### config.mk
export PLATFORM = sky130hd
export DESIGN_NAME = poly_term_table_mod_eval_flat
export DESIGN_NICKNAME = d
export VERILOG_FILES = /design/src/design/ptm_pkg.sv /design/src/design/ptm_if.sv /design/src/design/ptm_term_mem.sv /design/src/design/ptm_mod_unit.sv /design/src/design/poly_term_table_mod_eval.sv /design/src/flat_wrapper.sv
export SDC_FILE = /design/constraint.sdc
export NUM_CORES = 2
export LEC_CHECK = 0
export BUFFER_PORTS_ARGS = -buffer_cell sky130_fd_sc_hd__buf_2
export CAP_MARGIN = 20
export CELL_PAD_IN_SITES_DETAIL_PLACEMENT = 1
export CELL_PAD_IN_SITES_GLOBAL_PLACEMENT = 2
export CORE_MARGIN = 1
export CORE_UTILIZATION = 45
export DETAILED_ROUTE_END_ITERATION = 16
export MAX_ROUTING_LAYER = met4
export PLACE_DENSITY = 0.87
export SLEW_MARGIN = 40
export SYNTH_ARGS = -nofsm -noshare
export SYNTH_HDL_FRONTEND = slang
export SYNTH_SLANG_ARGS = --single-unit
### constraint.sdc
create_clock -name clock -period 8.9 [get_ports clock]
set_input_delay 0.89 -clock clock [delete_from_list [all_inputs] [get_ports clock]]
set_output_delay 0.89 -clock clock [all_outputs]
set_load 0.02 [all_outputs]
### src/design/ptm_pkg.sv
// ----------------------------------------------------------------------------
// ptm_pkg: shared types and constants of the polynomial term table
// Field widths, operation codes, the memory entry layout and the structs that
// pass between the sequencer and the modular arithmetic unit.
// ----------------------------------------------------------------------------
package ptm_pkg;

   localparam int MOD_W    = 16;   // modulus and residue width
   localparam int OPND_W   = 32;   // width of signed input operands
   localparam int EXP_W    = 4;    // bits per exponent
   localparam int NUM_VARS = 4;    // variables per term
   localparam int KEY_W    = EXP_W * NUM_VARS;
   localparam int VC_W     = 3;    // var_count register width
   localparam int STEP_W   = 6;    // step counter of the arithmetic unit

   localparam logic [MOD_W-1:0] MODULUS_RESET   = 16'd2;
   localparam logic [VC_W-1:0]  VAR_COUNT_RESET = 3'd4;

   typedef enum logic [1:0] {
      ACT_CLEAR = 2'd0,
      ACT_ADD   = 2'd1,
      ACT_EVAL  = 2'd2,
      ACT_NONE  = 2'd3
   } action_type;

   typedef enum logic {
      REG_MODULUS   = 1'b0,
      REG_VAR_COUNT = 1'b1
   } reg_index_type;

   typedef struct packed {
      logic [KEY_W-1:0] exps;
      logic [MOD_W-1:0] coef;
   } term_entry_type;

   // Request to the modular unit: either a reduction of a 32-bit magnitude
   // (negated at the end when neg is set) or a product a * b mod m.
   typedef struct packed {
      logic              start;
      logic              mul;
      logic              neg;
      logic [MOD_W-1:0]  a;
      logic [OPND_W-1:0] b;
   } mu_req_type;

   typedef struct packed {
      logic             done;
      logic [MOD_W-1:0] r;
   } mu_rsp_type;

endpackage

### src/design/ptm_if.sv
// ----------------------------------------------------------------------------
// ptm_if: item channels of the polynomial term table
// Request channel carries one action item, response channel one result item.
// ----------------------------------------------------------------------------
interface ptm_req_if;
   logic                 valid;
   logic                 ready;
   logic [1:0]           action;
   logic signed [31:0]   coefficient;
   logic [3:0]           exp_0;
   logic [3:0]           exp_1;
   logic [3:0]           exp_2;
   logic [3:0]           exp_3;
   logic signed [31:0]   x_0;
   logic signed [31:0]   x_1;
   logic signed [31:0]   x_2;
   logic signed [31:0]   x_3;

   modport source (output valid, action, coefficient, exp_0, exp_1, exp_2, exp_3,
                   x_0, x_1, x_2, x_3, input ready);
   modport sink   (input valid, action, coefficient, exp_0, exp_1, exp_2, exp_3,
                   x_0, x_1, x_2, x_3, output ready);
endinterface

interface ptm_rsp_if #(parameter int MAX_TERMS = 16);
   localparam int CNT_W = $clog2(MAX_TERMS + 1);
   logic             valid;
   logic             ready;
   logic [15:0]      value;
   logic             status;
   logic [CNT_W-1:0] stored_terms;

   modport source (output valid, value, status, stored_terms, input ready);
   modport sink   (input valid, value, status, stored_terms, output ready);
endinterface

### src/design/ptm_term_mem.sv
// ----------------------------------------------------------------------------
// ptm_term_mem: term storage
// One write port and one read port; read data is registered.
// ----------------------------------------------------------------------------
module ptm_term_mem #(
   parameter int DEPTH  = 16,
   parameter int ADDR_W = 4
) (
   input  logic                    clock,
   input  logic                    we,
   input  logic [ADDR_W-1:0]       waddr,
   input  ptm_pkg::term_entry_type wdata,
   input  logic [ADDR_W-1:0]       raddr,
   output ptm_pkg::term_entry_type rdata
);

   ptm_pkg::term_entry_type mem [DEPTH];
   ptm_pkg::term_entry_type rdata_ff;

   always_ff @(posedge clock) begin
      if (we) begin
         mem[waddr] <= wdata;
      end
      rdata_ff <= mem[raddr];
   end

   assign rdata = rdata_ff;

endmodule

### src/design/ptm_mod_unit.sv
// ----------------------------------------------------------------------------
// ptm_mod_unit: bit-serial modular arithmetic unit
// Reduces a 32-bit magnitude mod m in 32 steps, or forms a * b mod m in
// 16 steps, one bit per cycle with a double-and-add recurrence.
// ----------------------------------------------------------------------------
module ptm_mod_unit (
   input  logic                           clock,
   input  logic                           reset,
   input  logic [ptm_pkg::MOD_W-1:0]      m,
   input  ptm_pkg::mu_req_type            mreq,
   output ptm_pkg::mu_rsp_type            mrsp
);

   localparam int MW = ptm_pkg::MOD_W;
   localparam int OW = ptm_pkg::OPND_W;
   localparam int SW = ptm_pkg::STEP_W;

   logic          busy_ff, busy_in;
   logic          done_ff, done_in;
   logic          mul_ff, mul_in;
   logic          neg_ff, neg_in;
   logic [MW-1:0] a_ff, a_in;
   logic [OW-1:0] sh_ff, sh_in;
   logic [SW-1:0] cnt_ff, cnt_in;
   logic [MW-1:0] r_ff, r_in;

   logic [MW:0]   dbl;
   logic [MW-1:0] addend;
   logic [MW:0]   sum;

   // One step: r = (2r mod m + addend) mod m. Both terms stay below m, but for an addend of one when m is one.
   always_comb begin
      dbl = {r_ff, 1'b0};
      if (dbl >= {1'b0, m}) begin
         dbl = dbl - {1'b0, m};
      end
      if (mul_ff) begin
         addend = sh_ff[OW-1] ? a_ff : '0;
      end else begin
         addend = {{(MW-1){1'b0}}, sh_ff[OW-1]};
      end
      sum = {1'b0, dbl[MW-1:0]} + {1'b0, addend};
      if (sum >= {1'b0, m}) begin
         sum = sum - {1'b0, m};
      end
   end

   always_comb begin
      busy_in = busy_ff;
      done_in = 1'b0;
      mul_in  = mul_ff;
      neg_in  = neg_ff;
      a_in    = a_ff;
      sh_in   = sh_ff;
      cnt_in  = cnt_ff;
      r_in    = r_ff;
      if (mreq.start) begin
         busy_in = 1'b1;
         mul_in  = mreq.mul;
         neg_in  = mreq.neg;
         a_in    = mreq.a;
         r_in    = '0;
         if (mreq.mul) begin
            sh_in  = {mreq.b[MW-1:0], {(OW-MW){1'b0}}};
            cnt_in = SW'(MW);
         end else begin
            sh_in  = mreq.b;
            cnt_in = SW'(OW);
         end
      end else if (busy_ff) begin
         r_in   = sum[MW-1:0];
         sh_in  = {sh_ff[OW-2:0], 1'b0};
         cnt_in = cnt_ff - 1'b1;
         if (cnt_ff == SW'(1)) begin
            busy_in = 1'b0;
            done_in = 1'b1;
         end
      end
   end

   always_ff @(posedge clock) begin
      if (reset) begin
         busy_ff <= 1'b0;
         done_ff <= 1'b0;
      end else begin
         busy_ff <= busy_in;
         done_ff <= done_in;
      end
      mul_ff <= mul_in;
      neg_ff <= neg_in;
      a_ff   <= a_in;
      sh_ff  <= sh_in;
      cnt_ff <= cnt_in;
      r_ff   <= r_in;
   end

   assign mrsp.done = done_ff;
   assign mrsp.r    = (neg_ff && (r_ff != '0)) ? (m - r_ff) : r_ff;

endmodule

### src/design/poly_term_table_mod_eval.sv
// ----------------------------------------------------------------------------
// poly_term_table_mod_eval: polynomial term table with modular evaluation
// Stores up to MAX_TERMS terms (coefficient and four exponents) and evaluates
// the polynomial at a point modulo a programmable modulus.
// ----------------------------------------------------------------------------
// The block takes one item at a time and returns one result item for each.
// A clear item or an unknown action goes straight to the result state, from
// which the block returns to idle to accept the next item. An add item first
// reduces its coefficient, then scans the stored terms through the term
// memory, with a read state and a compare state per term; a match re-reduces
// the stored coefficient before the sum is written back. An evaluate item
// reduces the four coordinates, and then for each stored term reads and
// reduces the coefficient, multiplies it by each variable in use once per
// unit of that variable's exponent, since each power is built by repeated
// multiplication, and adds the term into the sum. The run time is set by the
// single bit-serial modular unit, which every reduction and product goes
// through one bit per cycle. The term memory is read at one address and
// written at one address; reads and writes of the same item never overlap,
// because a write happens only as the item finishes. A zero modulus behaves
// as modulus one. Configuration registers: modulus at byte address 0 and
// var_count at byte address 4.
// ----------------------------------------------------------------------------
module poly_term_table_mod_eval #(
   parameter int MAX_TERMS = 16
) (
   input  logic                      clock,
   input  logic                      reset,
   ptm_req_if.sink                   req_bus,
   ptm_rsp_if.source                 rsp_bus,
   input  logic                      psel,
   input  logic                      penable,
   input  logic                      pwrite,
   input  logic [2:0]                paddr,
   input  logic [31:0]               pwdata,
   output logic [31:0]               prdata,
   output logic                      pready
);

   localparam int CNT_W  = $clog2(MAX_TERMS + 1);
   localparam int ADDR_W = (MAX_TERMS > 1) ? $clog2(MAX_TERMS) : 1;
   localparam int MW     = ptm_pkg::MOD_W;
   localparam int OW     = ptm_pkg::OPND_W;
   localparam int EW     = ptm_pkg::EXP_W;
   localparam int NV     = ptm_pkg::NUM_VARS;
   localparam int KW     = ptm_pkg::KEY_W;
   localparam int VW     = ptm_pkg::VC_W;

   typedef enum logic [11:0] {
      ST_IDLE    = 12'b0000_0000_0001,
      ST_RED_C   = 12'b0000_0000_0010,
      ST_SCAN_RD = 12'b0000_0000_0100,
      ST_SCAN_CK = 12'b0000_0000_1000,
      ST_MATCH   = 12'b0000_0001_0000,
      ST_RED_X   = 12'b0000_0010_0000,
      ST_EV_RD   = 12'b0000_0100_0000,
      ST_EV_LD   = 12'b0000_1000_0000,
      ST_EV_COEF = 12'b0001_0000_0000,
      ST_EV_POW  = 12'b0010_0000_0000,
      ST_EV_MUL  = 12'b0100_0000_0000,
      ST_DONE    = 12'b1000_0000_0000
   } state_type;

   // Configuration registers.
   logic [MW-1:0] modulus_ff;
   logic [VW-1:0] var_count_ff;
   logic          cfg_write;

   assign cfg_write = psel && penable && pwrite && pready;
   assign pready    = 1'b1;

   always_ff @(posedge clock) begin
      if (reset) begin
         modulus_ff   <= ptm_pkg::MODULUS_RESET;
         var_count_ff <= ptm_pkg::VAR_COUNT_RESET;
      end else if (cfg_write) begin
         if (paddr[2] == ptm_pkg::REG_MODULUS) begin
            modulus_ff <= pwdata[MW-1:0];
         end else begin
            var_count_ff <= pwdata[VW-1:0];
         end
      end
   end

   assign prdata = (paddr[2] == ptm_pkg::REG_MODULUS) ? {{(32-MW){1'b0}}, modulus_ff}
                                                      : {{(32-VW){1'b0}}, var_count_ff};

   // Effective modulus and variable count.
   logic [MW-1:0] m_act;
   logic [VW-1:0] nv_act;

   assign m_act  = (modulus_ff == '0) ? MW'(1) : modulus_ff;
   assign nv_act = (var_count_ff > VW'(NV)) ? VW'(NV) : var_count_ff;

   // Sequencer state.
   state_type        state_ff, state_in;
   logic [CNT_W-1:0] total_ff, total_in;
   logic [CNT_W-1:0] idx_ff, idx_in;
   logic [VW-1:0]    j_ff, j_in;
   logic [EW-1:0]    k_ff, k_in;
   logic [KW-1:0]    key_ff, key_in;
   logic [MW-1:0]    c_ff, c_in;
   logic [MW-1:0]    t_ff, t_in;
   logic [MW-1:0]    acc_ff, acc_in;
   logic [OW-1:0]    xraw_ff [NV];
   logic [OW-1:0]    xraw_in [NV];
   logic [MW-1:0]    xr_ff [NV];
   logic [MW-1:0]    xr_in [NV];
   logic [MW-1:0]    res_value_ff, res_value_in;
   logic             res_status_ff, res_status_in;
   ptm_pkg::term_entry_type ent_ff, ent_in;

   // Result register.
   logic             rsp_valid_ff, rsp_valid_in;
   logic [MW-1:0]    rsp_value_ff, rsp_value_in;
   logic             rsp_status_ff, rsp_status_in;
   logic [CNT_W-1:0] rsp_terms_ff, rsp_terms_in;

   // Memory and arithmetic unit connections.
   logic                    mem_we;
   logic [ADDR_W-1:0]       mem_waddr;
   ptm_pkg::term_entry_type mem_wdata;
   ptm_pkg::term_entry_type mem_rdata;
   ptm_pkg::mu_req_type     mreq;
   ptm_pkg::mu_rsp_type     mrsp;

   logic             req_take;
   logic [KW-1:0]    req_key;
   logic [MW:0]      csum;
   logic [MW:0]      asum;
   logic [EW-1:0]    cur_exp;
   logic [1:0]       jv;

   assign req_take = req_bus.valid && req_bus.ready;
   assign req_key  = {req_bus.exp_3, req_bus.exp_2, req_bus.exp_1, req_bus.exp_0};
   assign jv       = j_ff[1:0];
   assign cur_exp  = ent_ff.exps[jv*EW +: EW];

   // Modular sums: the stored coefficient plus the new one, and the
   // running evaluation sum plus the finished term.
   always_comb begin
      csum = {1'b0, mrsp.r} + {1'b0, c_ff};
      if (csum >= {1'b0, m_act}) begin
         csum = csum - {1'b0, m_act};
      end
      asum = {1'b0, acc_ff} + {1'b0, t_ff};
      if (asum >= {1'b0, m_act}) begin
         asum = asum - {1'b0, m_act};
      end
   end

   always_comb begin
      state_in      = state_ff;
      total_in      = total_ff;
      idx_in        = idx_ff;
      j_in          = j_ff;
      k_in          = k_ff;
      key_in        = key_ff;
      c_in          = c_ff;
      t_in          = t_ff;
      acc_in        = acc_ff;
      xraw_in       = xraw_ff;
      xr_in         = xr_ff;
      ent_in        = ent_ff;
      res_value_in  = res_value_ff;
      res_status_in = res_status_ff;
      rsp_valid_in  = rsp_valid_ff && !rsp_bus.ready;
      rsp_value_in  = rsp_value_ff;
      rsp_status_in = rsp_status_ff;
      rsp_terms_in  = rsp_terms_ff;
      mem_we        = 1'b0;
      mem_waddr     = idx_ff[ADDR_W-1:0];
      mem_wdata     = '{exps: key_ff, coef: c_ff};
      mreq          = '0;

      case (state_ff)
         ST_IDLE: begin
            if (req_take) begin
               res_value_in  = '0;
               res_status_in = 1'b0;
               case (req_bus.action)
                  ptm_pkg::ACT_CLEAR: begin
                     total_in = '0;
                     state_in = ST_DONE;
                  end
                  ptm_pkg::ACT_ADD: begin
                     key_in     = req_key;
                     mreq.start = 1'b1;
                     mreq.neg   = req_bus.coefficient[OW-1];
                     mreq.b     = req_bus.coefficient[OW-1] ? (-req_bus.coefficient)
                                                            : req_bus.coefficient;
                     state_in   = ST_RED_C;
                  end
                  ptm_pkg::ACT_EVAL: begin
                     xraw_in[0] = req_bus.x_0;
                     xraw_in[1] = req_bus.x_1;
                     xraw_in[2] = req_bus.x_2;
                     xraw_in[3] = req_bus.x_3;
                     j_in       = '0;
                     mreq.start = 1'b1;
                     mreq.neg   = req_bus.x_0[OW-1];
                     mreq.b     = req_bus.x_0[OW-1] ? (-req_bus.x_0) : req_bus.x_0;
                     state_in   = ST_RED_X;
                  end
                  default: begin
                     state_in = ST_DONE;
                  end
               endcase
            end
         end

         ST_RED_C: begin
            if (mrsp.done) begin
               c_in     = mrsp.r;
               idx_in   = '0;
               state_in = ST_SCAN_RD;
            end
         end

         // The read of entry idx is issued here; its data arrives in SCAN_CK.
         ST_SCAN_RD: begin
            if (idx_ff == total_ff) begin
               if (total_ff < CNT_W'(MAX_TERMS)) begin
                  mem_we    = 1'b1;
                  mem_waddr = total_ff[ADDR_W-1:0];
                  total_in  = total_ff + 1'b1;
               end else begin
                  res_status_in = 1'b1;
               end
               state_in = ST_DONE;
            end else begin
               state_in = ST_SCAN_CK;
            end
         end

         ST_SCAN_CK: begin
            if (mem_rdata.exps == key_ff) begin
               // The stored coefficient may predate a modulus change.
               mreq.start = 1'b1;
               mreq.b     = {{(OW-MW){1'b0}}, mem_rdata.coef};
               state_in   = ST_MATCH;
            end else begin
               idx_in   = idx_ff + 1'b1;
               state_in = ST_SCAN_RD;
            end
         end

         ST_MATCH: begin
            if (mrsp.done) begin
               mem_we         = 1'b1;
               mem_wdata.coef = csum[MW-1:0];
               state_in       = ST_DONE;
            end
         end

         ST_RED_X: begin
            if (mrsp.done) begin
               xr_in[jv] = mrsp.r;
               if (jv == 2'(NV - 1)) begin
                  acc_in   = '0;
                  idx_in   = '0;
                  state_in = ST_EV_RD;
               end else begin
                  j_in       = j_ff + 1'b1;
                  mreq.start = 1'b1;
                  mreq.neg   = xraw_ff[jv + 2'd1][OW-1];
                  mreq.b     = xraw_ff[jv + 2'd1][OW-1] ? (-xraw_ff[jv + 2'd1])
                                                        : xraw_ff[jv + 2'd1];
               end
            end
         end

         ST_EV_RD: begin
            if (idx_ff == total_ff) begin
               res_value_in = acc_ff;
               state_in     = ST_DONE;
            end else begin
               state_in = ST_EV_LD;
            end
         end

         ST_EV_LD: begin
            ent_in     = mem_rdata;
            mreq.start = 1'b1;
            mreq.b     = {{(OW-MW){1'b0}}, mem_rdata.coef};
            state_in   = ST_EV_COEF;
         end

         ST_EV_COEF: begin
            if (mrsp.done) begin
               t_in     = mrsp.r;
               j_in     = '0;
               k_in     = '0;
               state_in = ST_EV_POW;
            end
         end

         // Multiply the term by x_j once per unit of exponent, variable by
         // variable; unused variables are skipped entirely.
         ST_EV_POW: begin
            if (j_ff >= nv_act) begin
               acc_in   = asum[MW-1:0];
               idx_in   = idx_ff + 1'b1;
               state_in = ST_EV_RD;
            end else if (k_ff == cur_exp) begin
               j_in = j_ff + 1'b1;
               k_in = '0;
            end else begin
               mreq.start = 1'b1;
               mreq.mul   = 1'b1;
               mreq.a     = t_ff;
               mreq.b     = {{(OW-MW){1'b0}}, xr_ff[jv]};
               state_in   = ST_EV_MUL;
            end
         end

         ST_EV_MUL: begin
            if (mrsp.done) begin
               t_in     = mrsp.r;
               k_in     = k_ff + 1'b1;
               state_in = ST_EV_POW;
            end
         end

         ST_DONE: begin
            if (!rsp_valid_ff || rsp_bus.ready) begin
               rsp_valid_in  = 1'b1;
               rsp_value_in  = res_value_ff;
               rsp_status_in = res_status_ff;
               rsp_terms_in  = total_ff;
               state_in      = ST_IDLE;
            end
         end

         default: begin
            state_in = ST_IDLE;
         end
      endcase
   end

   always_ff @(posedge clock) begin
      if (reset) begin
         state_ff     <= ST_IDLE;
         total_ff     <= '0;
         rsp_valid_ff <= 1'b0;
      end else begin
         state_ff     <= state_in;
         total_ff     <= total_in;
         rsp_valid_ff <= rsp_valid_in;
      end
      idx_ff        <= idx_in;
      j_ff          <= j_in;
      k_ff          <= k_in;
      key_ff        <= key_in;
      c_ff          <= c_in;
      t_ff          <= t_in;
      acc_ff        <= acc_in;
      xraw_ff       <= xraw_in;
      xr_ff         <= xr_in;
      ent_ff        <= ent_in;
      res_value_ff  <= res_value_in;
      res_status_ff <= res_status_in;
      rsp_value_ff  <= rsp_value_in;
      rsp_status_ff <= rsp_status_in;
      rsp_terms_ff  <= rsp_terms_in;
   end

   assign req_bus.ready        = (state_ff == ST_IDLE);
   assign rsp_bus.valid        = rsp_valid_ff;
   assign rsp_bus.value        = rsp_value_ff;
   assign rsp_bus.status       = rsp_status_ff;
   assign rsp_bus.stored_terms = rsp_terms_ff;

   ptm_term_mem #(
      .DEPTH  (MAX_TERMS),
      .ADDR_W (ADDR_W)
   ) u_mem (
      .clock (clock),
      .we    (mem_we),
      .waddr (mem_waddr),
      .wdata (mem_wdata),
      .raddr (idx_ff[ADDR_W-1:0]),
      .rdata (mem_rdata)
   );

   ptm_mod_unit u_mod (
      .clock (clock),
      .reset (reset),
      .m     (m_act),
      .mreq  (mreq),
      .mrsp  (mrsp)
   );

endmodule

### src/flat_wrapper.sv
// flat-port wrapper written by rule: the top's interface ports become plain ports
module poly_term_table_mod_eval_flat 
#(
   parameter int MAX_TERMS = 16
)
  (clock, reset, psel, penable, pwrite, paddr, pwdata, prdata, pready, req_bus_valid, req_bus_action, req_bus_coefficient, req_bus_exp_0, req_bus_exp_1, req_bus_exp_2, req_bus_exp_3, req_bus_x_0, req_bus_x_1, req_bus_x_2, req_bus_x_3, req_bus_ready, rsp_bus_valid, rsp_bus_value, rsp_bus_status, rsp_bus_stored_terms, rsp_bus_ready);
  ptm_req_if req_bus_i ();
  ptm_rsp_if #(.MAX_TERMS(MAX_TERMS)) rsp_bus_i ();
  input  logic clock;
  input  logic reset;
  input  logic psel;
  input  logic penable;
  input  logic pwrite;
  input  logic [2:0] paddr;
  input  logic [31:0] pwdata;
  output logic [31:0] prdata;
  output logic pready;
  input wire logic [$bits(req_bus_i.valid)-1:0] req_bus_valid;
  input wire logic [$bits(req_bus_i.action)-1:0] req_bus_action;
  input wire logic [$bits(req_bus_i.coefficient)-1:0] req_bus_coefficient;
  input wire logic [$bits(req_bus_i.exp_0)-1:0] req_bus_exp_0;
  input wire logic [$bits(req_bus_i.exp_1)-1:0] req_bus_exp_1;
  input wire logic [$bits(req_bus_i.exp_2)-1:0] req_bus_exp_2;
  input wire logic [$bits(req_bus_i.exp_3)-1:0] req_bus_exp_3;
  input wire logic [$bits(req_bus_i.x_0)-1:0] req_bus_x_0;
  input wire logic [$bits(req_bus_i.x_1)-1:0] req_bus_x_1;
  input wire logic [$bits(req_bus_i.x_2)-1:0] req_bus_x_2;
  input wire logic [$bits(req_bus_i.x_3)-1:0] req_bus_x_3;
  output wire logic [$bits(req_bus_i.ready)-1:0] req_bus_ready;
  output wire logic [$bits(rsp_bus_i.valid)-1:0] rsp_bus_valid;
  output wire logic [$bits(rsp_bus_i.value)-1:0] rsp_bus_value;
  output wire logic [$bits(rsp_bus_i.status)-1:0] rsp_bus_status;
  output wire logic [$bits(rsp_bus_i.stored_terms)-1:0] rsp_bus_stored_terms;
  input wire logic [$bits(rsp_bus_i.ready)-1:0] rsp_bus_ready;
  assign req_bus_i.valid = req_bus_valid;
  assign req_bus_i.action = req_bus_action;
  assign req_bus_i.coefficient = req_bus_coefficient;
  assign req_bus_i.exp_0 = req_bus_exp_0;
  assign req_bus_i.exp_1 = req_bus_exp_1;
  assign req_bus_i.exp_2 = req_bus_exp_2;
  assign req_bus_i.exp_3 = req_bus_exp_3;
  assign req_bus_i.x_0 = req_bus_x_0;
  assign req_bus_i.x_1 = req_bus_x_1;
  assign req_bus_i.x_2 = req_bus_x_2;
  assign req_bus_i.x_3 = req_bus_x_3;
  assign req_bus_ready = req_bus_i.ready;
  assign rsp_bus_valid = rsp_bus_i.valid;
  assign rsp_bus_value = rsp_bus_i.value;
  assign rsp_bus_status = rsp_bus_i.status;
  assign rsp_bus_stored_terms = rsp_bus_i.stored_terms;
  assign rsp_bus_i.ready = rsp_bus_ready;
  poly_term_table_mod_eval #(.MAX_TERMS(MAX_TERMS)) u_core (.clock(clock), .reset(reset), .req_bus(req_bus_i), .rsp_bus(rsp_bus_i), .psel(psel), .penable(penable), .pwrite(pwrite), .paddr(paddr), .pwdata(pwdata), .prdata(prdata), .pready(pready));
endmodule
==> metrics.log <==
[metrics] final hold violation count: 0
[metrics] total power consumption of the routed design: about 15,000 uW
[metrics] Critical Path Start: u_core.modulus_ff[15]
[metrics] antenna violations before repair: 12
[metrics] Max stage delay on crit path: approximately 0.54 ns
[metrics] Leak Pwr: roughly 0.018 uW
[metrics] first-pass GRT wire length: around 200 mm
[metrics] count of input and output buffers: ~240
[metrics] height of the die: 322 um
[metrics] RSZ-0062 raised after global routing: false
[metrics] wire length reported by the detailed router: roughly 140 mm
[metrics] Clk network pwr share: 28.6%
[metrics] final critical path time including I/O delays and setup: 7.93 ns
[metrics] headroom to the max-slew limit: about two fifths
[metrics] Peak supply drop: between 0.0003 and 0.0004 V
[metrics] Logic pwr share: 35.8%
[metrics] violation count after the first detailed-routing iteration: approximately 2,400
[metrics] final RePlAce weighted congestion: between 0.9 and 1
[metrics] Setup Skew: 0.0681 ns
[metrics] multi-input combinational cell area: ~17,000 sq um
[metrics] Data required, critical path: a little over 9 ns
[metrics] total number of vias: 29,417
[metrics] proportion of layout cells with a drive suffix above 1: between 20% and 30%
[metrics] number of distinct standard cells referenced by the synthesized netlist: 90
[metrics] cell occurring most often along the worst timing path: sky130_fd_sc_hd__o21ai_0
[metrics] Tightest Pin Transition: between 0.8 and 0.9 ns
[metrics] layout net count: around 3,800
[metrics] setup violators final: 0
[metrics] largest net degree at the start of global routing: 135
[metrics] class of the worst hold path: in2reg
[metrics] Die Width: between 300 and 400 um
[metrics] post-synthesis register bit count: around 980
[metrics] Longest Clk Path Bufs: 3
[metrics] sequential fraction of the synthesis area: approximately three fifths
[metrics] number of global-route vias before repair: slightly above 30,000
[metrics] area share of the largest cell type after synthesis: 58.0%
[metrics] result of the run: finished, final reports clean
[metrics] Reg2Reg Setup Slack: approximately 0.97 ns
[metrics] R2R Path End: u_core.u_mem.mem[13][5]
[metrics] CP Max Fanout: 16
[metrics] register area: approximately 28,000 sq um
[metrics] number of rows in the core area: 117
[metrics] die area: 104,000 sq um
[metrics] Power per Cell Area: about 290 nW/um^2
[metrics] count of pins on the block boundary: around 280
[metrics] post-route setup slack: 0.968 ns
[metrics] commonest cells after routing, fill and taps aside: sky130_fd_sc_hd__edfxtp_1 (891), sky130_fd_sc_hd__buf_2 (241), sky130_fd_sc_hd__mux4_2 (200)
[metrics] Std-Cell Core Area: slightly above 100,000 sq um
[metrics] Clock Sinks: between 900 and 1,000
[metrics] Detail Route Antenna Nets: 0
[metrics] number of cells on the worst reg-to-reg path: 31
[metrics] number of H-tree levels: 3
[metrics] async set-reset flop share out of synthesis: 0%
[metrics] cell count after synthesis: 3,152
[metrics] setup bufs post-CTS: 0
[metrics] root buffer selected by CTS: sky130_fd_sc_hd__clkbuf_16
[metrics] count of filler cells inserted in the layout: between 9,000 and 10,000
[metrics] Seq pwr share: between 30% and 40%
[metrics] net switching component of the power: ~5300 uW
[metrics] effective utilization at floorplan: between 40 and 50%
[metrics] fraction of power spent switching nets: approximately a third
[metrics] average wire per cell in the routed design: 28.0 um
[metrics] ys flop type: sky130_fd_sc_hd__edfxtp_1
[metrics] signal arrival time at the worst endpoint: between 8 and 9 ns
[metrics] Vias/cell: roughly 6
[metrics] final count of pins violating max slew: 0
[metrics] Worst setup endpoint: u_core.u_mem.mem[13][5]
[metrics] Period Utilization, post-route: around nine tenths
[metrics] top cells by area in the synthesized netlist: sky130_fd_sc_hd__edfxtp_1 (58%), sky130_fd_sc_hd__mux4_2 (9.8%), sky130_fd_sc_hd__ha_1 (4.0%), sky130_fd_sc_hd__dfxtp_1 (3.8%), sky130_fd_sc_hd__xnor2_1 (2.3%)
[metrics] Detailed Routing Iterations Pass 1: 5
[metrics] clock insertion delay at the later pin of the skew report: 0.72 ns
[metrics] setup slack at placement: around 1.1 ns
[metrics] timing-limited maximum frequency: 126 MHz
[metrics] Synthesis Warnings: 0
[metrics] critical register-to-register path startpoint: u_core.modulus_ff[15]
[metrics] Internal Dissipation: ~10000 uW
[metrics] TritonCTS clock tree: yes
[metrics] sort of element at the start of the critical path: flop
[metrics] drc violations: 0
[metrics] type of element capturing the critical path: flop
[metrics] aggregate global routing overflow: 0
[metrics] hold bufs inserted after CTS: 0
[metrics] MaxCap Viol Count: 0
[metrics] Avg Synthesized Cell Area: about 15 sq um
[metrics] total CTS buffers: between 100 and 150
[metrics] Area Overhead vs Synth: 14.3%
[metrics] number of synthesized flops with an enable pin: around 900
[metrics] final HPWL from detailed placement: a little over 90 mm
[metrics] global router's overall resource usage: between 20% and 30%
[metrics] Mapped Area: around 46,000 sq um
[metrics] largest area contributor in the netlist: sky130_fd_sc_hd__edfxtp_1
[metrics] WS Path Type: reg2reg
[metrics] register clock-pin slew on the reported worst setup and hold paths: about 0.070 ns
[metrics] Slowest cell on crit path: sky130_fd_sc_hd__a31oi_2
[metrics] commonest non-fill, non-tap cell in the layout: sky130_fd_sc_hd__edfxtp_1
[metrics] Resized cells post-CTS: 0
[metrics] final total negative setup slack: 0 ns
==> synth_stat cells (all sizes together), types with 48 or more instances <==
| cell | n |
|---|---|
| nor2 | 190 |
| clkbuf | 106 |
| xor2 | 97 |
| mux4 | 211 |
| dfxtp | 87 |
| inv | 81 |
| xnor2 | 120 |
| edfxtp | 891 |
| and3 | 48 |
| ha | 146 |
| mux2i | 61 |
| a21oi | 147 |
| o21ai | 161 |
| nand2 | 179 |
==> how the worst min path moves through the flow <==
| stage | from | end | depth (start not counted) |
|---|---|---|---|
| final | req_bus_x_1[23] | u_core.xraw_ff[87] | 1 |
| after floorplan | u_core.res_status_ff | u_core.rsp_bus.status | 0 |
| after global placement | u_core.res_value_ff[3] | u_core.rsp_bus.value[3] | 0 |
| after detailed placement | u_core.res_value_ff[10] | u_core.rsp_bus.value[10] | 0 |
| after global routing | req_bus_x_1[23] | u_core.xraw_ff[87] | 1 |
| after CTS | req_bus_x_1[23] | u_core.xraw_ff[87] | 1 |
==> state kept, by name (all words and copies together) (netlist names), 16 cells and up <==
signal and flops:
u_core.u_mod.a_ff 16, u_core.ent_ff 16, u_core.modulus_ff 16, u_core.u_mod.r_ff 16, u_core.res_value_ff 16, u_core.u_mem.rdata 32
u_core.u_mem.mem 512, u_core.xraw_ff 128, u_core.u_mod.sh_ff 32, u_core.acc_ff 16, u_core.rsp_bus.value 16, u_core.xr_ff 64
u_core.c_ff 16, u_core.key_ff 16, u_core.t_ff 16
==> stage by stage <==
| stage | cells | utilization, % | cell area, sq um | hold slack (ns) |
|---|---|---|---|---|
| after floorplan | 3167 | - | 46200 | 0.400 |
| after global placement | 4708 | 48.3 | 49200 | 0.405 |
| after detailed placement | 4709 | 48.4 | 49200 | 0.409 |
| after CTS | 4898 | 51.7 | 52600 | 0.291 |
| after global routing | 4910 | 51.8 | 52700 | 0.304 |
| final | 4911 | 51.8 | 52700 | 0.340 |
==> power groups by stage <==
| stage | sequential [uW] | combinational [uW] | clock (uW) |
|---|---|---|---|
| finish | 5400 | 5410 | 4320 |
| global route | 5410 | 5890 | 4540 |
| CTS | 5390 | 5350 | 4390 |
| detailed placement | 5490 | 5270 | 0 |
| global placement | 5480 | 5190 | 0 |
| floorplan | 5430 | 3810 | 0 |
==> routing by layer <==
metal	global-route usage [%]	routed length [um]	vias to the layer above	part of all wire, %
li1	-	-	12900	-
met1	35.2	56600	15275	41
met2	45.1	69300	1043	50
met3	3.94	8470	199	6.2
met4	7.64	3330	0	2.4
met5	-	0	-	0
==> critical path: cells and delay by family, from the launching register on <==
| kind | cells | cell delay, ns |
|---|---|---|
| compound gates | 14 | 3.14 |
| xor+xnor | 2 | 0.40 |
| fa+ha+maj | 4 | 1.36 |
| buf+inv | 4 | 0.88 |
| flops | 1 | 0.49 |
| mux | 1 | 0.21 |
| simple gates | 6 | 1.17 |
==> layout make-up <==
type	count	area share, %
clock buffers	134	5.17
inverters	83	0.591
repair buffers	329	3.74
flip-flops and latches	978	54.1
clock inverters	55	1.22
well taps	1368	3.25
multi-input cells	1954	31.9
diodes	10	0.0475
==> cells by family (layout without fill, tap and decap cells) <==
group,after synthesis,after routing,share of synthesized area [%]
other,2,27,0.0163
buffers and inverters,235,601,2.26
AOI/OAI and AO/OA,564,564,7.73
and+or+nand+nor,723,723,7.88
DFF,978,978,61.8
xor gates and xnor gates,217,217,4.12
muxes,279,279,11.9
adders and majority gates,154,154,4.31
(Power assumes the default switching activity.)
